File: src/rtl/dqp_pkg.sv
// shared types and constants for the dns question parser
`default_nettype none

package dqp_pkg;

    localparam int HEADER_BYTES = 12;
    localparam int NAME_BUFFER = 256;
    localparam logic [7:0] LABEL_TYPE_MASK = 8'hC0;
    localparam logic [7:0] DOT_CHAR = 8'h2E;
    localparam logic [15:0] CLASS_RESET = 16'd1;

    typedef enum logic [2:0]
    {
        PH_HEADER = 3'd0,
        PH_LENGTH = 3'd1,
        PH_LABEL  = 3'd2,
        PH_TAIL   = 3'd3,
        PH_DONE   = 3'd4
    } phase_t;

    typedef enum logic [2:0]
    {
        V_OK         = 3'd0,
        V_TRUNC      = 3'd1,
        V_LABEL_TYPE = 3'd2,
        V_TOO_LONG   = 3'd3,
        V_EMPTY      = 3'd4,
        V_CLASS      = 3'd5
    } verdict_t;

    typedef struct packed
    {
        logic        is_verdict;
        logic [7:0]  name_char;
        verdict_t    verdict_code;
        logic [15:0] query_type;
        logic [15:0] query_class;
        logic [7:0]  name_length;
    } result_t;

endpackage

`default_nettype wire

File: src/rtl/dqp_parse.sv
// per-byte parse state and result decision
`default_nettype none

module dqp_parse
    import dqp_pkg::*;
#(
    parameter int NAME_BUFFER = dqp_pkg::NAME_BUFFER
)
(
    input  wire logic        clk,
    input  wire logic        rst_n,
    input  wire logic        cfg_we,
    input  wire logic [15:0] cfg_data,
    input  wire logic        accept,
    input  wire logic [7:0]  data_byte,
    input  wire logic        last_byte,
    output logic             res_valid,
    output result_t          res
);

    logic [15:0] required_class_reg;
    phase_t      phase_reg, phase_next;
    logic [3:0]  header_count_reg, header_count_next;
    logic [5:0]  label_remaining_reg, label_remaining_next;
    logic [7:0]  name_count_reg, name_count_next;
    logic [1:0]  tail_index_reg, tail_index_next;
    logic [23:0] tail_bytes_reg, tail_bytes_next;

    logic [8:0]  used;
    logic [9:0]  needed;
    logic [15:0] qc;

    always_ff @(posedge clk or negedge rst_n)
    begin
        if (!rst_n)
            required_class_reg <= CLASS_RESET;
        else if (cfg_we)
            required_class_reg <= cfg_data;
    end

    // next state and result
    always_comb
    begin
        phase_next = phase_reg;
        header_count_next = header_count_reg;
        label_remaining_next = label_remaining_reg;
        name_count_next = name_count_reg;
        tail_index_next = tail_index_reg;
        tail_bytes_next = tail_bytes_reg;
        res_valid = 1'b0;
        res = '0;
        used = (name_count_reg != 8'd0) ? ({1'b0, name_count_reg} + 9'd1) : 9'd0;
        needed = {1'b0, used} + {4'b0, data_byte[5:0]} + 10'd1;
        qc = {tail_bytes_reg[7:0], data_byte};

        case (phase_reg)
            PH_HEADER:
            begin
                header_count_next = header_count_reg + 4'd1;
                if (header_count_next >= 4'(HEADER_BYTES))
                    phase_next = PH_LENGTH;
                if (last_byte)
                begin
                    res_valid = 1'b1;
                    res.verdict_code = V_TRUNC;
                end
            end
            PH_LENGTH:
            begin
                if (data_byte == 8'd0)
                begin
                    if (name_count_reg == 8'd0)
                    begin
                        res_valid = 1'b1;
                        res.verdict_code = V_EMPTY;
                    end
                    else if (last_byte)
                    begin
                        res_valid = 1'b1;
                        res.verdict_code = V_TRUNC;
                    end
                    else
                    begin
                        phase_next = PH_TAIL;
                        tail_index_next = 2'd0;
                        tail_bytes_next = 24'd0;
                    end
                end
                else if ((data_byte & LABEL_TYPE_MASK) != 8'd0)
                begin
                    res_valid = 1'b1;
                    res.verdict_code = V_LABEL_TYPE;
                end
                else if (last_byte)
                begin
                    res_valid = 1'b1;
                    res.verdict_code = V_TRUNC;
                end
                else if (needed >= 10'(NAME_BUFFER))
                begin
                    res_valid = 1'b1;
                    res.verdict_code = V_TOO_LONG;
                end
                else
                begin
                    label_remaining_next = data_byte[5:0];
                    phase_next = PH_LABEL;
                    if (name_count_reg != 8'd0)
                    begin
                        // separator ahead of every label but the first
                        name_count_next = name_count_reg + 8'd1;
                        res_valid = 1'b1;
                        res.name_char = DOT_CHAR;
                    end
                end
            end
            PH_LABEL:
            begin
                if (last_byte)
                begin
                    res_valid = 1'b1;
                    res.verdict_code = V_TRUNC;
                end
                else
                begin
                    name_count_next = name_count_reg + 8'd1;
                    label_remaining_next = label_remaining_reg - 6'd1;
                    if (label_remaining_next == 6'd0)
                        phase_next = PH_LENGTH;
                    res_valid = 1'b1;
                    res.name_char = data_byte;
                end
            end
            PH_TAIL:
            begin
                if (tail_index_reg == 2'd3)
                begin
                    res_valid = 1'b1;
                    res.verdict_code = (qc == required_class_reg) ? V_OK : V_CLASS;
                    res.query_type = tail_bytes_reg[23:8];
                    res.query_class = qc;
                end
                else
                begin
                    tail_bytes_next = {tail_bytes_reg[15:0], data_byte};
                    tail_index_next = tail_index_reg + 2'd1;
                    if (last_byte)
                    begin
                        res_valid = 1'b1;
                        res.verdict_code = V_TRUNC;
                    end
                end
            end
            default:
            begin
            end
        endcase

        if (res_valid)
        begin
            res.is_verdict = (phase_reg == PH_HEADER) || (phase_reg == PH_TAIL)
                || (res.name_char == 8'd0 && !(phase_reg == PH_LABEL && !last_byte)
                    && !(phase_reg == PH_LENGTH && res.verdict_code == V_OK
                         && phase_next == PH_LABEL));
            res.name_length = name_count_next;
            if (res.is_verdict)
                phase_next = PH_DONE;
        end
    end

    always_ff @(posedge clk or negedge rst_n)
    begin
        if (!rst_n)
        begin
            phase_reg <= PH_HEADER;
            header_count_reg <= 4'd0;
            label_remaining_reg <= 6'd0;
            name_count_reg <= 8'd0;
            tail_index_reg <= 2'd0;
            tail_bytes_reg <= 24'd0;
        end
        else if (accept)
        begin
            if (last_byte)
            begin
                phase_reg <= PH_HEADER;
                header_count_reg <= 4'd0;
                label_remaining_reg <= 6'd0;
                name_count_reg <= 8'd0;
                tail_index_reg <= 2'd0;
                tail_bytes_reg <= 24'd0;
            end
            else
            begin
                phase_reg <= phase_next;
                header_count_reg <= header_count_next;
                label_remaining_reg <= label_remaining_next;
                name_count_reg <= name_count_next;
                tail_index_reg <= tail_index_next;
                tail_bytes_reg <= tail_bytes_next;
            end
        end
    end

endmodule

`default_nettype wire

File: src/rtl/dqp_out_buf.sv
// result register with one skid entry
`default_nettype none

module dqp_out_buf
    import dqp_pkg::*;
(
    input  wire logic    clk,
    input  wire logic    rst_n,
    input  wire logic    push,
    input  wire result_t push_data,
    output logic         can_take,
    output logic         out_valid,
    input  wire logic    out_ready,
    output result_t      out_data
);

    logic    main_valid_reg;
    logic    skid_valid_reg;
    result_t main_data_reg;
    result_t skid_data_reg;
    logic    pop;

    assign pop = main_valid_reg && out_ready;
    assign can_take = !skid_valid_reg;
    assign out_valid = main_valid_reg;
    assign out_data = main_data_reg;

    always_ff @(posedge clk or negedge rst_n)
    begin
        if (!rst_n)
        begin
            main_valid_reg <= 1'b0;
            skid_valid_reg <= 1'b0;
        end
        else if (skid_valid_reg)
        begin
            if (pop)
                skid_valid_reg <= 1'b0;
        end
        else if (push)
        begin
            if (!main_valid_reg || pop)
                main_valid_reg <= 1'b1;
            else
                skid_valid_reg <= 1'b1;
        end
        else if (pop)
            main_valid_reg <= 1'b0;
    end

    always_ff @(posedge clk)
    begin
        if (skid_valid_reg)
        begin
            if (pop)
                main_data_reg <= skid_data_reg;
        end
        else if (push)
        begin
            if (!main_valid_reg || pop)
                main_data_reg <= push_data;
            else
                skid_data_reg <= push_data;
        end
    end

endmodule

`default_nettype wire

File: src/rtl/dns_question_parser_unit.sv
// top level of the dns question parser
// output: result words are registered, via the skid entry when the master side stalls
// throughput: one message byte per cycle while the skid entry is empty; the skid entry
//   keeps the input open for one more word while a result waits on the master side
// reset: rst_n asynchronous active low; parse state returns to the header phase and
//   required_class to 1; the parse state also clears after every last byte
`default_nettype none

module dns_question_parser_unit
    import dqp_pkg::*;
#(
    parameter int NAME_BUFFER = dqp_pkg::NAME_BUFFER   // name buffer size, 16 to 256
)
(
    input  wire logic        clk,
    input  wire logic        rst_n,
    // configuration: required_class
    input  wire logic        cfg_valid,
    output logic             cfg_ready,
    input  wire logic [15:0] cfg_data,
    // slave side
    input  wire logic        s_tvalid,
    output logic             s_tready,
    input  wire logic [7:0]  s_tdata,   // data_byte
    input  wire logic        s_tlast,   // last_byte
    // master side
    output logic             m_tvalid,
    input  wire logic        m_tready,
    output logic [55:0]      m_tdata,   // name_char, verdict_code, query_type,
                                        // query_class, name_length, zero fill
    output logic             m_tuser    // is_verdict
);

    logic    accept;
    logic    res_valid;
    result_t res;
    logic    can_take;
    result_t out_res;

    // register writes land whenever offered
    assign cfg_ready = 1'b1;

    assign s_tready = can_take;
    assign accept = s_tvalid && s_tready;

    // byte walker: header skip, label walk, type and class collection
    dqp_parse
    #(
        .NAME_BUFFER (NAME_BUFFER)
    )
    u_parse
    (
        .clk       (clk),
        .rst_n     (rst_n),
        .cfg_we    (cfg_valid && cfg_ready),
        .cfg_data  (cfg_data),
        .accept    (accept),
        .data_byte (s_tdata),
        .last_byte (s_tlast),
        .res_valid (res_valid),
        .res       (res)
    );

    // result register plus skid entry toward the master side
    dqp_out_buf u_out_buf
    (
        .clk       (clk),
        .rst_n     (rst_n),
        .push      (accept && res_valid),
        .push_data (res),
        .can_take  (can_take),
        .out_valid (m_tvalid),
        .out_ready (m_tready),
        .out_data  (out_res)
    );

    // pack fields from the lowest bit up
    assign m_tdata = {5'd0, out_res.name_length, out_res.query_class, out_res.query_type,
                      out_res.verdict_code, out_res.name_char};
    assign m_tuser = out_res.is_verdict;

endmodule

`default_nettype wire
File: config.mk
export PLATFORM = sky130hd
export DESIGN_NAME = dns_question_parser_unit
export DESIGN_NICKNAME = d
export VERILOG_FILES = /design/src/rtl/dqp_pkg.sv /design/src/rtl/dqp_parse.sv /design/src/rtl/dqp_out_buf.sv /design/src/rtl/dns_question_parser_unit.sv
export SDC_FILE = /design/constraint.sdc
export NUM_CORES = 1
export LEC_CHECK = 0
export ABC_AREA = 1
export BUFFER_PORTS_ARGS = -buffer_cell sky130_fd_sc_hd__buf_2
export CAP_MARGIN = 20
export CORE_MARGIN = 2
export CORE_UTILIZATION = 30
export CTS_BUF_LIST = sky130_fd_sc_hd__clkbuf_8 sky130_fd_sc_hd__clkbuf_16
export CTS_CLUSTER_DIAMETER = 100
export CTS_CLUSTER_SIZE = 20
export DETAILED_ROUTE_END_ITERATION = 16
export MAX_ROUTING_LAYER = met4
export PLACE_DENSITY = 0.49
export SLEW_MARGIN = 5
export SYNTH_ARGS = -nofsm -noshare
export SYNTH_HDL_FRONTEND = slang
export SYNTH_HIERARCHICAL = 1
export SYNTH_SLANG_ARGS = --single-unit
File: constraint.sdc
create_clock -name clk -period 9.12 [get_ports clk]
set_clock_uncertainty 0.2 [all_clocks]
set_input_delay 0.456 -clock clk [delete_from_list [all_inputs] [get_ports clk]]
set_output_delay 0.456 -clock clk [all_outputs]
set_load 0.05 [all_outputs]
Word-level counts from Yosys, hierarchy flattened
Index checks and enable logic that the tools add are counted.
{"block": "totals", "register_bits": 169, "input_bits": 30, "out_inout_bits": 60, "elab_cells": 162}
{"block": "classes", "add_sub_neg": 7, "n_lt_le_gt_ge": 2, "n_eq_ne": 14, "mux": 79, "n_bitwise": 2, "n_reduce_logical": 37}
{"op": "$mux W52", "count": 4}
{"op": "$mux W8", "count": 13}
{"op": "$mux W24", "count": 4}
{"op": "$mux W32", "count": 2}
{"op": "$mux W3", "count": 18}
{"op": "$pmux W24 S2", "count": 1}
{"op": "$pmux W8 S2", "count": 2}
{"op": "$mux W6", "count": 5}
{"op": "$logic_not A8 Y1", "count": 3}
{"op": "$pmux W3 S3", "count": 2}
{"op": "$mux W1", "count": 17}
{"op": "$eq A16 B16 Y1", "count": 1}
{"op": "$reduce_bool A8 Y1", "count": 2}
{"op": "$ne A3 B3 Y1 const B", "count": 5}
{"op": "$pmux W6 S2", "count": 1}
{"op": "$add A10 B1 Y10 const B", "count": 1}
{"op": "$add A9 B6 Y10", "count": 1}
{"op": "$ge A10 B9 Y1 const B", "count": 1}
{"op": "$mux W2", "count": 5}
{"op": "$reduce_and A5 Y1", "count": 2}
{"op": "$add A8 B1 Y9 const B", "count": 1}
{"op": "$eq A3 B2 Y1 const B", "count": 3}
{"op": "$mux W9", "count": 1}
{"op": "$reduce_and A3 Y1", "count": 3}
{"op": "other kinds (22)", "count": 43}

Longest topological paths before layout
{"block": "depth", "ltp_word": 20, "mapped_depth": 21, "mapped_depth_nobuf": 21}

Cells and area by module
The synthesis kept the hierarchy.
{"module": "dqp_parse", "instances": 1, "cells_per_inst": 577, "area_each_um2": 4160.2, "seq_area_each_um2": 1577.8}
{"module": "dqp_out_buf", "instances": 1, "cells_per_inst": 289, "area_each_um2": 3930.0, "seq_area_each_um2": 3173.0}
{"module": "dns_question_parser_unit", "instances": 1, "cells_per_inst": 12, "area_each_um2": 70.1, "seq_area_each_um2": 0.0}

Least setup slack after synthesis
Ideal clock, no wire load.
{"block": "synth_timing", "kind": "register to register", "from": "reg u_parse.name_count_reg[0]", "to": "reg u_out_buf.main_data_reg (netlist bit u_out_buf/out_data[0]), enable pin", "setup_time_ns": 0.462, "arrival_ns": 3.943, "t_required_ns": 8.458, "path_slack_ns": 4.515, "stages_incl_launch_ff": 15, "n_path_buf": 0, "path_cell_list": "dfrtp_1 > inv_1 > ha_1 > inv_1 > nor3_2 > inv_2 > nand3_1 > o211ai_1 > nand3_1 > inv_1 > nor2_2 > inv_1 > nand2_1 > nand2_1 > nor2_1"}
{"block": "synth_between", "elab_chain_cells": 13, "word_cells_on_any_way": 17, "cone_classes": "add/sub (3); order compare (1); mux (8); reduce/logical (5)"}
{"element": "start, declared", "line_no": "dqp_parse.sv:25", "text": "logic [7:0] name_count_reg, name_count_next;"}
{"element": "start signal, assigned", "line_no": "dqp_parse.sv:198", "text": "name_count_reg <= name_count_next;"}
{"element": "$add A8 B1 Y9 / $reduce_bool A8 Y1 (equally long branches)", "line_no": "dqp_parse.sv:52, dqp_parse.sv:108"}
{"element": "$mux W9", "line_no": "dqp_parse.sv:52", "text": "used = (name_count_reg != 8'd0) ? ({1'b0, name_count_reg} + 9'd1) : 9'd0;"}
{"element": "$add A9 B6 Y10", "line_no": "dqp_parse.sv:53", "text": "needed = {1'b0, used} + {4'b0, data_byte[5:0]} + 10'd1;"}
{"element": "$add A10 B1 Y10", "line_no": "dqp_parse.sv:53"}
{"element": "$ge A10 B9 Y1", "line_no": "dqp_parse.sv:99", "text": "else if (needed >= 10'(NAME_BUFFER))"}
{"element": "$mux W1", "line_no": "dqp_parse.sv:99"}
{"element": "$mux W1", "line_no": "dqp_parse.sv:94", "text": "else if (last_byte)"}
{"element": "$mux W1", "line_no": "dqp_parse.sv:89", "text": "else if ((data_byte & LABEL_TYPE_MASK) != 8'd0)"}
{"element": "$mux W1 (*)", "line_no": "dqp_parse.sv:70", "text": "if (data_byte == 8'd0)"}
{"element": "$pmux W1 S4 (*)", "line_no": "dqp_parse.sv:56", "text": "case (phase_reg)"}
{"element": "named net res_valid", "line_no": "dns_question_parser_unit.sv:35", "text": "logic res_valid;"}
{"element": "$logic_and A1 B1 Y1 (*)", "line_no": "dns_question_parser_unit.sv:69", "text": ".push (accept && res_valid),"}
{"element": "$reduce_bool A2 Y1 (no source line) (*)"}
{"element": "$reduce_and A3 Y1 (no source line) (*)"}
{"element": "end signal, assigned", "line_no": "dqp_out_buf.sv:56", "text": "main_data_reg <= skid_data_reg;"}
{"element": "end signal, assigned", "line_no": "dqp_out_buf.sv:61", "text": "main_data_reg <= push_data;"}
{"element": "end, declared", "line_no": "dqp_out_buf.sv:19", "text": "result_t main_data_reg;"}
Mark *: on every way through the listed nets, which the timed path passes. The rest lies on a longest branch.
A chain may end at the register's enable or synchronous reset.

Worst setup path after layout
{"block": "layout_timing", "from": "reg u_parse.name_count_reg[0]", "to": "reg u_out_buf/skid_data_reg[16] in the netlist's numbering, enable pin"}
{"block": "layout_between", "elab_chain_cells": 12, "word_cells_on_any_way": 16, "cone_classes": "add/sub (3); order compare (1); mux (8); reduce/logical (4)"}
{"element": "$add A8 B1 Y9 / $reduce_bool A8 Y1 (equally long branches)", "line_no": "dqp_parse.sv:52, dqp_parse.sv:108"}
{"element": "$mux W9", "line_no": "dqp_parse.sv:52"}
{"element": "$add A9 B6 Y10", "line_no": "dqp_parse.sv:53"}
{"element": "$add A10 B1 Y10", "line_no": "dqp_parse.sv:53"}
{"element": "$ge A10 B9 Y1", "line_no": "dqp_parse.sv:99"}
{"element": "$mux W1", "line_no": "dqp_parse.sv:99"}
{"element": "$mux W1", "line_no": "dqp_parse.sv:94"}
{"element": "$mux W1", "line_no": "dqp_parse.sv:89"}
{"element": "$mux W1 (*)", "line_no": "dqp_parse.sv:70"}
{"element": "$pmux W1 S4 (*)", "line_no": "dqp_parse.sv:56"}
{"element": "named net res_valid", "line_no": "dns_question_parser_unit.sv:35"}
{"element": "$logic_and A1 B1 Y1 (*)", "line_no": "dns_question_parser_unit.sv:69"}
{"element": "$reduce_and A3 Y1 (no source line) (*)"}
{"element": "end signal, assigned", "line_no": "dqp_out_buf.sv:63", "text": "skid_data_reg <= push_data;"}
{"element": "end, declared", "line_no": "dqp_out_buf.sv:20", "text": "result_t skid_data_reg;"}
Marked as above.

==> flow_results.xml <==
<?xml version="1.0" encoding="UTF-8"?>
<metrics>
  <group name="run_status">
    <metric name="run_status" unit="">finished clean</metric>
  </group>
  <group name="detailed_routing">
    <metric name="routed_wl" unit="um">20500</metric>
    <metric name="detail_route.wl_per_cell" unit="um">15.7</metric>
    <metric name="route.antenna.remaining_nets" unit="">0</metric>
    <metric name="drt_pass1_iterations" unit="">4</metric>
    <metric name="drcViolationCount" unit="">0</metric>
    <metric name="drt-vias-per-instance" unit="">4.58</metric>
    <metric name="detailedRoute.firstIterationViolations" unit="">437</metric>
    <metric name="vias" unit="">6000</metric>
  </group>
  <group name="flow_run">
    <metric name="cap_viol_max_count" unit="">0</metric>
  </group>
  <group name="timing">
    <metric name="setup_viol" unit="">0</metric>
    <metric name="fin_crit" unit="ns">3.49</metric>
    <metric name="grt_setup_unrepaired" unit="">no</metric>
    <metric name="slew_violations" unit="">0</metric>
    <metric name="layout_worst_path_cycle_share" unit="%">38.3</metric>
    <metric name="slew_at_the_pin_closest_to_its_max_slew_limit" unit="ns">0.890</metric>
    <metric name="final_hold_viol_count" unit="">0</metric>
    <metric name="fmax" unit="MHz">286</metric>
    <metric name="finalWorstSetupSlack" unit="ns">5.63</metric>
    <metric name="setup-tns-final" unit="ns">0</metric>
    <metric name="hold_slack" unit="ns">0.00864</metric>
    <metric name="slew-limit-headroom" unit="%">40.6</metric>
  </group>
  <group name="global_routing">
    <metric name="grt_max_degree" unit="">66</metric>
    <metric name="grt_antenna_before_repair" unit="">0</metric>
    <metric name="use_met1" unit="%">23.1</metric>
    <metric name="global_route.peak_usage_layer" unit="">met1</metric>
    <metric name="grt_pass1_vias" unit="">5893</metric>
    <metric name="grt_first_pass_wirelength" unit="um">33000</metric>
    <metric name="globalRoute.totalOverflow" unit="">0</metric>
    <metric name="groute.layer.met2.usage" unit="%">21.2</metric>
    <metric name="global_route.usage.total" unit="%">15.4</metric>
    <metric name="grtUsageMet3" unit="%">2.48</metric>
  </group>
  <group name="placed_design">
    <metric name="place_hpwl" unit="um">14500</metric>
    <metric name="dp_slack" unit="ns">5.63</metric>
    <metric name="place_inst" unit="">1277</metric>
    <metric name="placement.cell_area" unit="sq um">8880</metric>
    <metric name="port-buffer-count" unit="">83</metric>
    <metric name="gp_congestion" unit="">0.884</metric>
  </group>
  <group name="final_layout">
    <metric name="area.growth.synth_to_final" unit="%">16.3</metric>
    <metric name="stdcell_count" unit="">1309</metric>
    <metric name="num-nets-final" unit="">997</metric>
    <metric name="antenna-diode-count" unit="">0</metric>
    <metric name="fin_util" unit="%">35.4</metric>
    <metric name="post_route_cells_drive_above_1_share" unit="%">17.7</metric>
    <metric name="design_area" unit="sq um">9490</metric>
  </group>
  <group name="critical_path">
    <metric name="timing.setup.critical_path_class" unit="">reg2reg</metric>
    <metric name="regToRegStartpoint" unit="">u_parse/name_count_reg[0]</metric>
    <metric name="timing.critical_path.arrival" unit="ns">3.35</metric>
    <metric name="required" unit="ns">8.98</metric>
    <metric name="crit_path_start_kind" unit="">register</metric>
    <metric name="worst-r2r-cell-count" unit="">13</metric>
    <metric name="setup.worst_path.start" unit="">u_parse/name_count_reg[0]</metric>
    <metric name="maximum_fanout_encountered_on_the_critical_timing_path" unit="">40</metric>
    <metric name="worstSetupEndpointType" unit="">register</metric>
  </group>
  <group name="clocking">
    <metric name="cts.htree.levels" unit="">4</metric>
    <metric name="cts_inserted_buffers" unit="">17</metric>
    <metric name="post_cts.repair.setup_buffers" unit="">0</metric>
    <metric name="cts_tree" unit="">built</metric>
    <metric name="hold_buffers" unit="">0</metric>
    <metric name="clk-insertion-delay-late" unit="ns">0.43</metric>
    <metric name="clock_transition_at_the_register_clock_pins_on_the_worst_setup_and_hold_paths_after_cts" unit="ns">0.08</metric>
    <metric name="cts_resized" unit="">0</metric>
    <metric name="cts-root-to-sink-buffers" unit="">2</metric>
    <metric name="number_of_sinks_on_the_clock_net" unit="">169</metric>
    <metric name="clockRootBuffer" unit="">sky130_fd_sc_hd__clkbuf_16</metric>
  </group>
  <group name="power">
    <metric name="total_power_draw" unit="mW">2.93</metric>
    <metric name="power.internal" unit="mW">1.68</metric>
    <metric name="p_leak" unit="nW">4.16</metric>
    <metric name="ir_drop" unit="V">0.000122</metric>
    <metric name="net-switching-power" unit="mW">1.25</metric>
    <metric name="combinationalPowerShare" unit="%">36.6</metric>
    <metric name="switching_share_of_power" unit="%">42.7</metric>
    <metric name="pwr-share-clk" unit="%">25.8</metric>
    <metric name="power.share.sequential" unit="%">37.5</metric>
    <metric name="pwr_density_cell" unit="nW/um^2">308</metric>
  </group>
  <group name="synthesis">
    <metric name="synth_top_cell_area_share" unit="%">38.3</metric>
    <metric name="ys_types" unit="">47</metric>
    <metric name="synth_enable_flop_cells" unit="">104</metric>
    <metric name="synth_most_common_cell" unit="">sky130_fd_sc_hd__nand2_1</metric>
    <metric name="yosys_warnings" unit="">6</metric>
    <metric name="leading_cell_types_by_count_after_synthesis" unit="">sky130_fd_sc_hd__nand2_1 (270), sky130_fd_sc_hd__edfxtp_1 (104), sky130_fd_sc_hd__inv_1 (89)</metric>
    <metric name="post_syn_instances" unit="">878</metric>
    <metric name="synth_seq_cells" unit="">169</metric>
    <metric name="post_synth.cell_area_avg" unit="sq um">9.29</metric>
    <metric name="postSynth.topFlopCell" unit="">sky130_fd_sc_hd__edfxtp_1</metric>
    <metric name="synth_largest_area_cell" unit="">sky130_fd_sc_hd__edfxtp_1</metric>
    <metric name="ys_seq_area_share" unit="%">58.2</metric>
    <metric name="synth_top_cells_by_area" unit="">sky130_fd_sc_hd__edfxtp_1 (38%), sky130_fd_sc_hd__dfrtp_1 (20%), sky130_fd_sc_hd__nand2_1 (12%), sky130_fd_sc_hd__inv_1 (4.1%), sky130_fd_sc_hd__o21ai_0 (3.4%)</metric>
    <metric name="synthArstFlopShare" unit="%">38.5</metric>
    <metric name="post_synth_instance_area" unit="sq um">8160</metric>
  </group>
  <group name="floorplan">
    <metric name="die-width" unit="um">169</metric>
    <metric name="start_util" unit="%">30.4</metric>
    <metric name="die_area" unit="sq um">28500</metric>
    <metric name="die_h" unit="um">169</metric>
    <metric name="num_io_pins" unit="">90</metric>
    <metric name="core-area" unit="sq um">26800</metric>
    <metric name="placement_rows" unit="">60</metric>
  </group>
  <group name="worst_hold_path">
    <metric name="timing.hold.worst.class" unit="">in2async</metric>
  </group>
</metrics>
==> final cells by class <==
| cell class | instances | area, sq um |
|---|---|---|
| Fill cell | 2714 | 17300 |
| Sequential cell | 169 | 4750 |
| Multi-Input combinational cell | 577 | 2830 |
| Timing Repair Buffer | 91 | 495 |
| Clock buffer | 18 | 439 |
| Tap cell | 341 | 427 |
| Inverter | 99 | 379 |
| Clock inverter | 14 | 173 |
==> path summary, 6_finish.rpt <==
path	end	slack (ns)
setup / recovery	u_out_buf/skid_data_reg[16]	5.63
hold / removal	u_out_buf/skid_valid_reg	0.009
setup reg to reg	u_out_buf/skid_data_reg[16]	5.63
hold reg to reg	u_parse/label_remaining_reg[4]	0.30
max in group asynchronous	u_parse/required_class_reg[4]	8.11
min in group clk	u_parse/required_class_reg[12]	0.03
==> layer usage <==
| layer | share of wire (%) | vias up |
|---|---|---|
| met5 | 0 | - |
| met4 | 1.0 | 0 |
| met1 | 53 | 2838 |
| met3 | 4.2 | 15 |
| li1 | - | 3007 |
| met2 | 41 | 140 |
==> cell families (layout without fill, tap and decap cells) <==
kind of cell / Yosys count / after routing / share of synthesized area [%]
adder cells (fa/ha/maj): 12 / 12 / 1.84
AO/OA/AOI/OAI: 102 / 102 / 6.92
multiplexers: 7 / 7 / 0.966
buffers and inverters: 136 / 222 / 7.53
other: 2 / 6 / 0.0920
XOR/XNOR: 15 / 15 / 1.61
flip-flops: 169 / 169 / 58.2
AND/OR/NAND/NOR: 435 / 435 / 22.8
==> layout by cell type, fill, tap and decap left out, types with 6 or more instances in the layout <==
| master | n |
|---|---|
| sky130_fd_sc_hd__xor2_1 | 13 |
| sky130_fd_sc_hd__nand4_1 | 8 |
| sky130_fd_sc_hd__buf_2 | 83 |
| sky130_fd_sc_hd__nor2_2 | 6 |
| sky130_fd_sc_hd__nor2_1 | 68 |
| sky130_fd_sc_hd__mux2_2 | 7 |
| sky130_fd_sc_hd__ha_1 | 12 |
| sky130_fd_sc_hd__nor3_1 | 6 |
| sky130_fd_sc_hd__inv_1 | 89 |
| sky130_fd_sc_hd__o21ai_1 | 12 |
| sky130_fd_sc_hd__dfrtp_1 | 64 |
| sky130_fd_sc_hd__inv_6 | 6 |
| sky130_fd_sc_hd__nand3_1 | 53 |
| sky130_fd_sc_hd__clkbuf_16 | 17 |
| sky130_fd_sc_hd__inv_2 | 7 |
| sky130_fd_sc_hd__a21oi_1 | 19 |
| sky130_fd_sc_hd__o21ai_0 | 55 |
| sky130_fd_sc_hd__edfxtp_1 | 104 |
| sky130_fd_sc_hd__nand2_1 | 270 |
| sky130_fd_sc_hd__buf_4 | 7 |
| sky130_fd_sc_hd__nand2_2 | 8 |
| sky130_fd_sc_hd__conb_1 | 6 |
==> worst max-delay path, stage by stage (launching register included) <==
cell and delay [ns]:
sky130_fd_sc_hd__dfrtp_1 0.40, sky130_fd_sc_hd__inv_1 0.23, sky130_fd_sc_hd__ha_1 0.20, sky130_fd_sc_hd__inv_1 0.04
sky130_fd_sc_hd__nor3_2 0.30, sky130_fd_sc_hd__inv_2 0.12, sky130_fd_sc_hd__nand3_1 0.11, sky130_fd_sc_hd__o211ai_1 0.11
sky130_fd_sc_hd__nand3_1 0.20, sky130_fd_sc_hd__inv_1 0.08, sky130_fd_sc_hd__nor2_2 0.12, sky130_fd_sc_hd__nand2_1 0.09
sky130_fd_sc_hd__nor2_4 0.36, sky130_fd_sc_hd__buf_4 0.55
==> power groups by stage <==
stage                     registers [mW]  logic, mW  clock network, mW
after floorplan                     1.47      0.481                  0
after global placement              1.12       1.08                  0
after detailed placement            1.12       1.09                  0
after CTS                           1.10       1.09              0.777
after global routing                1.12       1.17              0.810
final                               1.10       1.07              0.756
(Power assumes the default switching activity.)
